--- config.mk ---
export PLATFORM = sky130hd
export DESIGN_NAME = moving_average_filter
export DESIGN_NICKNAME = d
export VERILOG_FILES = /design/src/sv/mavf_pkg.sv /design/src/sv/mavf_div.sv /design/src/sv/moving_average_filter.sv
export SDC_FILE = /design/constraint.sdc
export NUM_CORES = 2
export LEC_CHECK = 0
export ABC_AREA = 1
export BUFFER_PORTS_ARGS = -buffer_cell sky130_fd_sc_hd__buf_2
export CAP_MARGIN = 20
export CORE_UTILIZATION = 63
export CTS_CLUSTER_SIZE = 10
export DETAILED_ROUTE_END_ITERATION = 16
export PLACE_DENSITY = 0.84
export SYNTH_ARGS = -nofsm -noshare
export SYNTH_HDL_FRONTEND = slang
export SYNTH_SLANG_ARGS = --single-unit
--- constraint.sdc ---
create_clock -name clk_i -period 6.29 [get_ports clk_i]
set_input_delay 0.3145 -clock clk_i [delete_from_list [all_inputs] [get_ports clk_i]]
set_output_delay 0.3145 -clock clk_i [all_outputs]
set_load 0.005 [all_outputs]
--- src/sv/mavf_pkg.sv ---
// ----------------------------------------------------------------------------
// mavf_pkg
// Shared types and constants of the moving average filter.
// ----------------------------------------------------------------------------
package mavf_pkg;

  localparam int WINDOW_MAX_DEF  = 64;
  localparam int SAMPLE_BITS_DEF = 24;

  localparam int FRAC_BITS  = 8;
  localparam int AVG_W      = 32;
  localparam int CNT_OUT_W  = 7;
  localparam int CFG_LEN_W  = 7;
  localparam int CFG_IDX_W  = 4;
  localparam int CFG_DATA_W = 7;

  localparam logic [CFG_LEN_W-1:0] LEN_RESET = 7'd20;

  localparam logic [CFG_IDX_W-1:0] REG_WINDOW_LENGTH = 4'd0;
  localparam logic [CFG_IDX_W-1:0] REG_CHANGE_ONLY   = 4'd1;

  localparam logic FUNC_PUSH = 1'b0;
  localparam logic FUNC_FILL = 1'b1;

  typedef enum logic [2:0] {
    ST_IDLE,
    ST_FILL,
    ST_READ,
    ST_SUB,
    ST_ADD,
    ST_DSTART,
    ST_DIV,
    ST_DONE
  } mavf_state_e;

endpackage

--- src/sv/mavf_div.sv ---
// ----------------------------------------------------------------------------
// mavf_div
// Restoring unsigned divider, one quotient bit per cycle.
// ----------------------------------------------------------------------------
module mavf_div #(
  parameter int DVW = 39,
  parameter int NW  = 7
) (
  input  logic           clk_i,
  input  logic           rst_ni,
  input  logic           start_i,
  input  logic [DVW-1:0] dividend_i,
  input  logic [NW-1:0]  divisor_i,
  output logic           done_o,
  output logic [DVW-1:0] quotient_o
);

  localparam int CNTW = $clog2(DVW + 1);

  logic            busy_q;
  logic            done_q;
  logic [CNTW-1:0] cnt_q;
  logic [NW:0]     rem_q;
  logic [DVW-1:0]  quo_q;
  logic [NW-1:0]   div_q;
  logic [NW:0]     rem_sh;
  logic            fits;

  // The partial remainder stays below the divisor, so NW+1 bits hold the shift.
  assign rem_sh = {rem_q[NW-1:0], quo_q[DVW-1]};
  assign fits   = rem_sh >= {1'b0, div_q};

  always_ff @(posedge clk_i or negedge rst_ni) begin
    if (!rst_ni) begin
      busy_q <= 1'b0;
      done_q <= 1'b0;
      cnt_q  <= '0;
      rem_q  <= '0;
      quo_q  <= '0;
      div_q  <= '0;
    end else begin
      done_q <= 1'b0;
      if (start_i) begin
        busy_q <= 1'b1;
        cnt_q  <= CNTW'(DVW);
        rem_q  <= '0;
        quo_q  <= dividend_i;
        div_q  <= divisor_i;
      end else if (busy_q) begin
        rem_q <= fits ? (rem_sh - {1'b0, div_q}) : rem_sh;
        quo_q <= {quo_q[DVW-2:0], fits};
        cnt_q <= cnt_q - 1'b1;
        if (cnt_q == CNTW'(1)) begin
          busy_q <= 1'b0;
          done_q <= 1'b1;
        end
      end
    end
  end

  assign done_o     = done_q;
  assign quotient_o = quo_q;

endmodule

--- src/sv/moving_average_filter.sv ---
// ----------------------------------------------------------------------------
// moving_average_filter
// Boxcar moving average with a sample ring, running sum and serial divider.
// ----------------------------------------------------------------------------
// Input words carry func and sample and are taken when in_valid_i is high and
// in_stall_o is low. Each input word yields exactly one output word
// (average in Q.8, fill_count, updated), held on the output until it is
// taken with out_valid_o high and out_stall_i low.
// The block works on one word at a time and stalls its input meanwhile.
// A push steps through read, subtract, add, divider start and divide, and the
// restoring divider produces one quotient bit per cycle for the DVW =
// SAMPLE_BITS + clog2(WINDOW_MAX+1) + 8 bits of its quotient. The result reaches
// the output in the same cycle as the input is free again.
// A fill writes the ring one entry per cycle, for the effective window length.
// A repeated sample pushed in change-only mode goes straight to the done state.
// The input is free again as soon as the result has moved into the output
// register, so a new word can be taken while the previous result waits.
// A stalled output holds the word and the block waits before loading the next.
// Reset empties the window, clears the last average and last sample, and sets
// the window length to 20. Writing the window length empties the window.
// Configuration is written through cfg_we_i, cfg_idx_i and cfg_wdata_i.
module moving_average_filter #(
  parameter int WINDOW_MAX  = mavf_pkg::WINDOW_MAX_DEF,
  parameter int SAMPLE_BITS = mavf_pkg::SAMPLE_BITS_DEF
) (
  input  logic                              clk_i,
  input  logic                              rst_ni,
  input  logic                              cfg_we_i,
  input  logic [mavf_pkg::CFG_IDX_W-1:0]    cfg_idx_i,
  input  logic [mavf_pkg::CFG_DATA_W-1:0]   cfg_wdata_i,
  input  logic                              in_valid_i,
  output logic                              in_stall_o,
  input  logic                              func_i,
  input  logic signed [SAMPLE_BITS-1:0]     sample_i,
  output logic                              out_valid_o,
  input  logic                              out_stall_i,
  output logic signed [mavf_pkg::AVG_W-1:0] average_o,
  output logic [mavf_pkg::CNT_OUT_W-1:0]    fill_count_o,
  output logic                              updated_o
);

  import mavf_pkg::*;

  localparam int AW   = $clog2(WINDOW_MAX);
  localparam int CW   = $clog2(WINDOW_MAX + 1);
  localparam int SUMW = SAMPLE_BITS + CW;
  localparam int DVW  = SUMW + FRAC_BITS;

  mavf_state_e state_q, state_d;

  logic [CFG_LEN_W-1:0]          cfg_len_q;
  logic                          cfg_chg_q;
  logic signed [SAMPLE_BITS-1:0] smp_q;
  logic signed [SAMPLE_BITS-1:0] last_smp_q;
  logic signed [AVG_W-1:0]       last_avg_q;
  logic                          upd_q;
  logic [AW-1:0]                 head_q;
  logic [CW-1:0]                 held_q;
  logic signed [SUMW-1:0]        sum_q;
  logic [AW-1:0]                 fill_idx_q;
  logic                          neg_q;

  logic                          out_valid_q;
  logic signed [AVG_W-1:0]       out_avg_q;
  logic [CNT_OUT_W-1:0]          out_cnt_q;
  logic                          out_upd_q;

  logic signed [SAMPLE_BITS-1:0] ring_mem [WINDOW_MAX];
  logic signed [SAMPLE_BITS-1:0] rd_q;

  logic [CW-1:0]          eff_len;
  logic                   accept;
  logic                   repeat_hit;
  logic                   fill_last;
  logic                   out_free;
  logic                   out_load;
  logic                   mem_we;
  logic [AW-1:0]          mem_waddr;
  logic                   sum_en;
  logic signed [SUMW-1:0] add_b;
  logic signed [SUMW-1:0] sum_add;
  logic [SUMW-1:0]        sum_mag;
  logic                   div_start;
  logic [DVW-1:0]         div_dividend;
  logic                   div_done;
  logic [DVW-1:0]         div_quo;
  logic [AVG_W-1:0]       avg_mag;
  logic [CW-1:0]          head_next;

  // A length of zero acts as one; lengths above the ring depth are clamped.
  always_comb begin
    if (cfg_len_q == '0) begin
      eff_len = CW'(1);
    end else if (32'(cfg_len_q) > WINDOW_MAX) begin
      eff_len = CW'(WINDOW_MAX);
    end else begin
      eff_len = CW'(cfg_len_q);
    end
  end

  assign accept     = in_valid_i && (state_q == ST_IDLE);
  assign repeat_hit = cfg_chg_q && (sample_i == last_smp_q);
  assign fill_last  = CW'(fill_idx_q) == (eff_len - 1'b1);
  assign out_free   = !out_valid_q || !out_stall_i;
  assign out_load   = (state_q == ST_DONE) && out_free;
  assign head_next  = CW'(head_q) + 1'b1;
  assign sum_add    = sum_q + add_b;
  assign sum_mag    = sum_q[SUMW-1] ? SUMW'(-sum_q) : SUMW'(sum_q);
  assign div_dividend = (DVW'(sum_mag) << FRAC_BITS) + DVW'(held_q >> 1);
  assign avg_mag    = AVG_W'(div_quo);

  // Next state.
  always_comb begin
    state_d = state_q;
    case (state_q)
      ST_IDLE: begin
        if (accept) begin
          if (func_i == FUNC_FILL) begin
            state_d = ST_FILL;
          end else if (repeat_hit) begin
            state_d = ST_DONE;
          end else begin
            state_d = ST_READ;
          end
        end
      end
      ST_FILL: begin
        if (fill_last) begin
          state_d = ST_DONE;
        end
      end
      ST_READ:   state_d = ST_SUB;
      ST_SUB:    state_d = ST_ADD;
      ST_ADD:    state_d = ST_DSTART;
      ST_DSTART: state_d = ST_DIV;
      ST_DIV: begin
        if (div_done) begin
          state_d = ST_DONE;
        end
      end
      ST_DONE: begin
        if (out_free) begin
          state_d = ST_IDLE;
        end
      end
      default: state_d = ST_IDLE;
    endcase
  end

  // Datapath controls: the single adder serves the fill, the removal of the
  // oldest sample and the addition of the new one.
  always_comb begin
    in_stall_o = 1'b1;
    mem_we     = 1'b0;
    mem_waddr  = head_q;
    sum_en     = 1'b0;
    add_b      = SUMW'(smp_q);
    div_start  = 1'b0;
    case (state_q)
      ST_IDLE: in_stall_o = 1'b0;
      ST_FILL: begin
        mem_we    = 1'b1;
        mem_waddr = fill_idx_q;
        sum_en    = 1'b1;
      end
      ST_SUB: begin
        mem_we = 1'b1;
        add_b  = -SUMW'(rd_q);
        sum_en = held_q >= eff_len;
      end
      ST_ADD:    sum_en = 1'b1;
      ST_DSTART: div_start = 1'b1;
      default: begin
      end
    endcase
  end

  always_ff @(posedge clk_i or negedge rst_ni) begin
    if (!rst_ni) begin
      state_q <= ST_IDLE;
    end else begin
      state_q <= state_d;
    end
  end

  // The ring is read at the head every cycle; the data is used in ST_SUB.
  always_ff @(posedge clk_i) begin
    if (mem_we) begin
      ring_mem[mem_waddr] <= smp_q;
    end
    rd_q <= ring_mem[head_q];
  end

  always_ff @(posedge clk_i or negedge rst_ni) begin
    if (!rst_ni) begin
      cfg_len_q   <= LEN_RESET;
      cfg_chg_q   <= 1'b0;
      smp_q       <= '0;
      last_smp_q  <= '0;
      last_avg_q  <= '0;
      upd_q       <= 1'b0;
      head_q      <= '0;
      held_q      <= '0;
      sum_q       <= '0;
      fill_idx_q  <= '0;
      neg_q       <= 1'b0;
      out_valid_q <= 1'b0;
      out_avg_q   <= '0;
      out_cnt_q   <= '0;
      out_upd_q   <= 1'b0;
    end else begin
      if (sum_en) begin
        sum_q <= sum_add;
      end
      case (state_q)
        ST_IDLE: begin
          if (accept) begin
            smp_q      <= sample_i;
            fill_idx_q <= '0;
            if (func_i == FUNC_FILL) begin
              sum_q <= '0;
            end else if (repeat_hit) begin
              upd_q <= 1'b0;
            end else begin
              if (cfg_chg_q) begin
                last_smp_q <= sample_i;
              end
              if (CW'(head_q) >= eff_len) begin
                head_q <= '0;
              end
            end
          end
        end
        ST_FILL: begin
          fill_idx_q <= fill_idx_q + 1'b1;
          if (fill_last) begin
            held_q     <= eff_len;
            head_q     <= '0;
            upd_q      <= 1'b1;
            // The mean of a uniform window is the sample itself.
            last_avg_q <= AVG_W'(smp_q) <<< FRAC_BITS;
          end
        end
        ST_SUB: begin
          if (held_q >= eff_len) begin
            held_q <= eff_len;
          end else begin
            held_q <= held_q + 1'b1;
          end
        end
        ST_ADD: begin
          head_q <= (head_next >= eff_len) ? '0 : AW'(head_next);
        end
        ST_DSTART: neg_q <= sum_q[SUMW-1];
        ST_DIV: begin
          if (div_done) begin
            upd_q      <= 1'b1;
            last_avg_q <= neg_q ? -$signed(avg_mag) : $signed(avg_mag);
          end
        end
        default: begin
        end
      endcase

      if (out_load) begin
        out_valid_q <= 1'b1;
        out_avg_q   <= last_avg_q;
        out_cnt_q   <= CNT_OUT_W'(held_q);
        out_upd_q   <= upd_q;
      end else if (out_valid_q && !out_stall_i) begin
        out_valid_q <= 1'b0;
      end

      if (cfg_we_i) begin
        case (cfg_idx_i)
          REG_WINDOW_LENGTH: begin
            cfg_len_q <= cfg_wdata_i[CFG_LEN_W-1:0];
            head_q    <= '0;
            held_q    <= '0;
            sum_q     <= '0;
          end
          REG_CHANGE_ONLY: cfg_chg_q <= cfg_wdata_i[0];
          default: begin
          end
        endcase
      end
    end
  end

  mavf_div #(
    .DVW(DVW),
    .NW (CW)
  ) u_div (
    .clk_i     (clk_i),
    .rst_ni    (rst_ni),
    .start_i   (div_start),
    .dividend_i(div_dividend),
    .divisor_i (held_q),
    .done_o    (div_done),
    .quotient_o(div_quo)
  );

  assign out_valid_o  = out_valid_q;
  assign average_o    = out_avg_q;
  assign fill_count_o = out_cnt_q;
  assign updated_o    = out_upd_q;

endmodule

# Yosys cells after proc, flatten, opt, wreduce, memory -nomap -nowiden
# Memories as Yosys holds them, arrays and structs flattened. A register that Yosys moved wholly into a read port is not among the register bits.
# Cells that the tools add are included.
[op_classes]
addsub = 11
multipliers = 0
div = 0
order_cmp = 5
n_eq_ne = 17
shift = 0
mux = 65
bitwise = 2
reduce_logical = 25
[ops]
columns = ["op", "n"]
rows = [
  ["2-to-1 mux 31 bit", 8],
  ["2-to-1 mux 32 bit", 3],
  ["2-to-1 mux 39 bit", 2],
  ["2-to-1 mux 6 bit", 12],
  ["one-hot mux 32 bit (2 select lines)", 1],
  ["2-to-1 mux 7 bit", 9],
  ["adder 39 x 6 -> 39 bit", 1],
  ["negation 32 bit", 1],
  ["adder 31 bit", 1],
  ["negation 24 -> 31 bit", 1],
  ["negation 31 bit", 1],
  ["== test 24 bit", 1],
  ["one-hot mux 3 bit (8 select lines)", 1],
  ["2-to-1 mux 1 bit", 18],
  ["2-to-1 mux 3 bit", 6],
  ["one-hot mux 6 bit (3 select lines)", 1],
  ["greater-or-equal comparator 7 bit", 2],
  ["one-hot mux 7 bit (2 select lines)", 1],
  ["== test 3 bit, second input constant", 4],
  ["one-hot mux 6 bit (2 select lines)", 1],
  ["!= test 2 bit, second input constant", 5],
  ["greater-or-equal comparator 8 x 7 -> 1 bit", 1],
  ["AND reduction 2 bit", 4],
  ["nonzero test 2 bit", 4],
  ["29 further kinds", 36],
]
[totals]
reg_bits = 245
latch_bits = 0
ramBits = 1536
mem_bits_ro = 0
in_bits = 41
elab_cells = 148
mem_count = 1
[memory_table]
columns = ["name", "words", "width", "read_ports", "rd_clocked_by_memory_dff", "wr", "line_no", "rtl"]
rows = [
  ["ring_mem", 64, 24, 1, 1, 1, "moving_average_filter.sv:68", "logic signed [SAMPLE_BITS-1:0] ring_mem [WINDOW_MAX];"],
]

# Longest topological paths before layout
[depth]
word_depth = 11
depth_mapped = 29
mapped_depth_nobuf = 29

# Cells and area by module
# A second synthesis with hierarchy kept.
[unflattened]
cells_unflattened = 6742
area_unflattened_um2 = 76454.6
[by_module_without_submodules]
columns = ["mod", "instances", "cells_each", "area_each_um2", "seq_area_each_um2"]
rows = [
  ["moving_average_filter", 1, 6385, 73415.4, 51211.6],
  ["mavf_div", 1, 357, 3039.2, 1526.5],
]

# Least setup slack after synthesis
# Ideal clock, no wire load.
[synth_path]
path_kind = "register to register"
startpoint = "reg smp_q[0]"
endpoint = "reg sum_q[18]"
arrival_ps = 3479
required_time_ps = 6226
slack_ps = 2747
path_stages_with_launch = 14
path_cell_list = "dfrtp_1 -> inv_1 -> o21ai_0 -> ha_1 -> inv_1 -> fa_1 -> o21ai_0 -> a21boi_0 -> o21ai_0 -> a21oi_1 -> or2_2 -> nand3_1 -> o211ai_1 -> inv_1"
[synth_via]
elab_chain_len = 8
[synth_lines]
columns = ["element", "line_no", "rtl"]
rows = [
  ["from (decl)", "moving_average_filter.sv:53", "logic signed [SAMPLE_BITS-1:0] smp_q;"],
  ["from (signal assigned)", "moving_average_filter.sv:218", "smp_q <= sample_i;"],
  ["2-to-1 mux 31 bit *", "moving_average_filter.sv:159", "case (state_q)"],
  ["adder 31 bit *", "moving_average_filter.sv:107", "assign sum_add = sum_q + add_b;"],
  ["2-to-1 mux 31 bit *", "moving_average_filter.sv:212", "if (sum_en) begin"],
  ["2-to-1 mux 31 bit", "moving_average_filter.sv:220", "if (func_i == FUNC_FILL) begin"],
  ["2-to-1 mux 31 bit", "moving_average_filter.sv:217", "if (accept) begin"],
  ["2-to-1 mux 31 bit *", "moving_average_filter.sv:215", "case (state_q)"],
  ["2-to-1 mux 31 bit", "moving_average_filter.sv:275", "case (cfg_idx_i)"],
  ["2-to-1 mux 31 bit *", "moving_average_filter.sv:274", "if (cfg_we_i) begin"],
  ["to (signal assigned)", "moving_average_filter.sv:213", "sum_q <= sum_add;"],
  ["to (decl)", "moving_average_filter.sv:59", "logic signed [SUMW-1:0] sum_q;"],
]
# Every way passes the cells marked *; elsewhere a longest branch is shown, timed or not.
# A chain may end at the register's enable or synchronous reset.

# Final worst setup path
[layout_path]
startpoint = "reg state_q[1]"
endpoint = "reg sum_q[22]"
[layout_via]
elab_chain_len = 9
elab_cells_between_ends = 15
classes_between = "add/sub: 1; eq/ne: 3; mux: 8; reduce/logical: 3"
[layout_lines]
columns = ["element", "line_no", "rtl"]
rows = [
  ["from (decl)", "moving_average_filter.sv:49", "mavf_state_e state_q, state_d;"],
  ["from (signal assigned)", "moving_average_filter.sv:182", "state_q <= state_d;"],
  ["== test 3 x 2 -> 1 bit (tied with other cells)", "moving_average_filter.sv:159", ""],
  ["2-to-1 mux 31 bit / OR reduction 2 bit (equally long branches)", "n/a", ""],
  ["adder 31 bit / one-hot mux 1 bit (2 select lines) (equally long branches)", "moving_average_filter.sv:107, moving_average_filter.sv:159", ""],
  ["2-to-1 mux 31 bit", "moving_average_filter.sv:212", ""],
  ["2-to-1 mux 31 bit", "moving_average_filter.sv:220", ""],
  ["2-to-1 mux 31 bit", "moving_average_filter.sv:217", ""],
  ["2-to-1 mux 31 bit *", "moving_average_filter.sv:215", ""],
  ["2-to-1 mux 31 bit", "moving_average_filter.sv:275", ""],
  ["2-to-1 mux 31 bit *", "moving_average_filter.sv:274", ""],
]
# Marks and branches as above.

==> flow_metrics.tcl <==
set metrics [dict create \
    preCtsSetupSlack_ns 2.06 \
    die_y_um 349 \
    grt_pass1_wl_mm 327 \
    synth_edf_count 1536 \
    cts.sinks 1805 \
    cp-start-kind "flip-flop" \
    grt_max_degree 188 \
    ys_seq_area_share_pct 69.4 \
    fin_util_pct 70.3 \
    tns_ns 0 \
    dp_hpwl_mm 122 \
    io_pins 83 \
    overflow 0 \
    finClkSkew_ns 0.0445 \
    place_inst 7996 \
    crit_fanout 24 \
    max-vdd-ir-drop_mv 0.383 \
    worst_pin_slew_ns 1.16 \
    gp_congestion 0.977 \
    crit_type "flip-flop to flip-flop" \
    slew_headroom_pct 22.4 \
    drt_iter0_markers 10000 \
    core-area_sq_um 120000 \
    post_cts_buffers 0 \
    min_period_over_period_pct 69.4 \
    port_buffers 82 \
    synth_area_sq_um 76000 \
    cts.path.max_buffers 3 \
    routed_wl_mm 222 \
    period_minus_slack_ns 4.37 \
    cts_tree "yes" \
    p_per_area_nw_per_um2 519 \
    placed_area_sq_um 78200 \
    p_leak_nw 29.4 \
    via_count 56300 \
    cp.arrival_ns 5.08 \
    grt_pass1_vias 54400 \
    start_util_pct 63.4 \
    synth-seq-cells 1805 \
    ff2ff_setup_slack_ns 1.92 \
    drc 0 \
    track_usage_pct 36.1 \
    wl_per_cell_um 26.7 \
    area_delta_synth_final_pct 10.9 \
    syn_nets 6685 \
    timing.rr.start "state_q[1]" \
    r2r_end "sum_q[22]" \
    antenna_found_initial 3 \
    synth_area_per_cell_sq_um 11.6 \
    via_per_inst 6.76 \
    syn_inst 6571 \
    ant_nets 0 \
    final_cell_mix "edfxtp_1, o21ai_0, nor2_1" \
    rows 127 \
    first_pass_iters 8 \
    p_total_mw 43.7 \
    max_freq_mhz 229 \
    layout_setup_ws_ns 1.92 \
    rr_worst_depth 14 \
    fillers 7543 \
    final_cell_count_no_fill 8319 \
    min_path_cells 6 \
    cts_hold_buffers 35 \
    setup_viol 0 \
    ys_async_sr_fraction_pct 13.6 \
    clk_pin_slew_ns 0.06 \
    drv_slew 0 \
    crit_required_ns 7.01 \
    drive_gt1_share_pct 8.69 \
    ctsRootBufferMaster "clkbuf_16" \
    hp-start "in_valid_i" \
    drv_cap 0 \
    cts_buffers 201 \
    cts-resized-gates 0 \
    dieArea_sq_um 122000 \
    status "completed" \
    ys_warn_count 0 \
    crit_path_end_kind "flip-flop" \
    ctsHtreeMaxLevel 4 \
    min_path_type "input pin to flip-flop" \
    register_area_sq_um 52800 \
    ys.flop_type "edfxtp_1" \
    clk_latency_ns 0.83 \
    rsz0062_at_grt "false" \
    ys_types 57 \
    stdcell_area_sq_um 84200 \
    fin_nets 6738 \
    holdWs_ns 0.0831 \
    mostFrequentLayoutCell "edfxtp_1" \
    min_to "upd_q" \
    multi_input_area_sq_um 20700 \
    die_x_um 349 \
    hold_violations 0 \
]
## worst max-delay path, stage by stage (launching register included)
cell,delay (ns)
dfrtp_1,0.48
nand2_1,0.18
nor2_2,0.58
inv_1,0.61
o21ai_0,0.35
ha_1,0.32
a21oi_1,0.24
a21boi_0,0.43
o21ai_0,0.32
a21oi_1,0.32
o21ai_0,0.12
nand2_1,0.08
nand3_1,0.09
nand2_1,0.09
inv_1,0.04
## routing by layer
layer	up-vias	track usage [%]	wire (um)
li1	23900	-	-
met1	26700	46.3	75400
met2	4777	54.0	98300
met3	868	10.1	32600
met4	4	24.1	16300
met5	-	0	21
## state kept, by name, indices dropped and copies added (netlist names), 3 cells and up
register and flops:
average_o 32, last_smp_q 24, sum_q 31, head_q 6, u_div.cnt_q 6, last_avg_q 32
u_div.rem_q 7, state_q 3, fill_count_o 7, u_div.div_q 7, smp_q 24, rd_q 24
u_div.quotient_o 39, fill_idx_q 6, held_q 7, ring_mem 1536, cfg_len_q 7
## synth_stat cells (all sizes together) (2+ instances only)
| cell | n | share of area, % |
|---|---|---|
| a32o | 2 | 0.026 |
| fa | 2 | 0.053 |
| buf | 52 | 0.34 |
| dfstp | 2 | 0.069 |
| or2 | 13 | 0.11 |
| nor2 | 1006 | 5.0 |
| nor3 | 51 | 0.34 |
| o21a | 3 | 0.030 |
| nand3b | 5 | 0.049 |
| o21ai | 1056 | 7.0 |
| edfxtp | 1536 | 61 |
| o21bai | 11 | 0.11 |
| clkbuf | 343 | 1.7 |
| nor4 | 6 | 0.049 |
| o22ai | 248 | 2.0 |
| inv | 316 | 1.6 |
| nand4 | 119 | 0.98 |
| a21oi | 138 | 0.91 |
| xor2 | 38 | 0.45 |
| dfxtp | 24 | 0.63 |
| a31o | 2 | 0.023 |
| o221ai | 184 | 2.1 |
| a31oi | 9 | 0.074 |
| mux2 | 10 | 0.15 |
| ha | 71 | 1.2 |
| dfrtp | 243 | 8.0 |
| a21boi | 5 | 0.049 |
| clkinv | 5 | 0.025 |
| xnor2 | 23 | 0.27 |
| nand3 | 225 | 1.5 |
| o31ai | 4 | 0.040 |
| o211ai | 59 | 0.58 |
| nand2 | 752 | 3.8 |
## worst max path at each step
stage	start	endpoint	slack, ns	cells after the start
after global placement	state_q[1]	sum_q[18]	2.16	16
after floorplan	smp_q[0]	sum_q[18]	2.75	13
after detailed placement	state_q[1]	sum_q[22]	2.06	14
after CTS	state_q[1]	sum_q[22]	2.05	14
final	state_q[1]	sum_q[22]	1.92	14
after global routing	state_q[1]	sum_q[22]	1.57	14
## where the power goes
group          leakage (nW)  internal [mW]  switching (mW)  total [mW]
sequential             17.1           15.5            1.28        16.8
combinational          9.58           4.49            12.0        16.5
clock                  2.70           5.88            4.51        10.4
## kinds of logic after synthesis
logic type,count (synthesis),synth area share (%)
adder cells (fa/ha/maj),73,1.22
AO/OA/AOI/OAI,1727,13.1
flip-flops,1805,69.4
XOR/XNOR,61,0.713
multiplexers,10,0.148
AND/OR/NAND/NOR,2179,11.8
buffers and inverters,716,3.63
## area by class of cell
| type | instances | share of cell area, % |
|---|---|---|
| multi-input combinational | 4050 | 24.5 |
| clock inverter | 15 | 0.299 |
| antenna | 1 | 0.00297 |
| tap | 1612 | 2.40 |
| sequential | 1805 | 62.7 |
| inverter | 321 | 1.46 |
| timing repair buffer | 245 | 2.30 |
| clock buffer | 270 | 6.33 |
No activity file was read; power rests on OpenSTA's default activity.
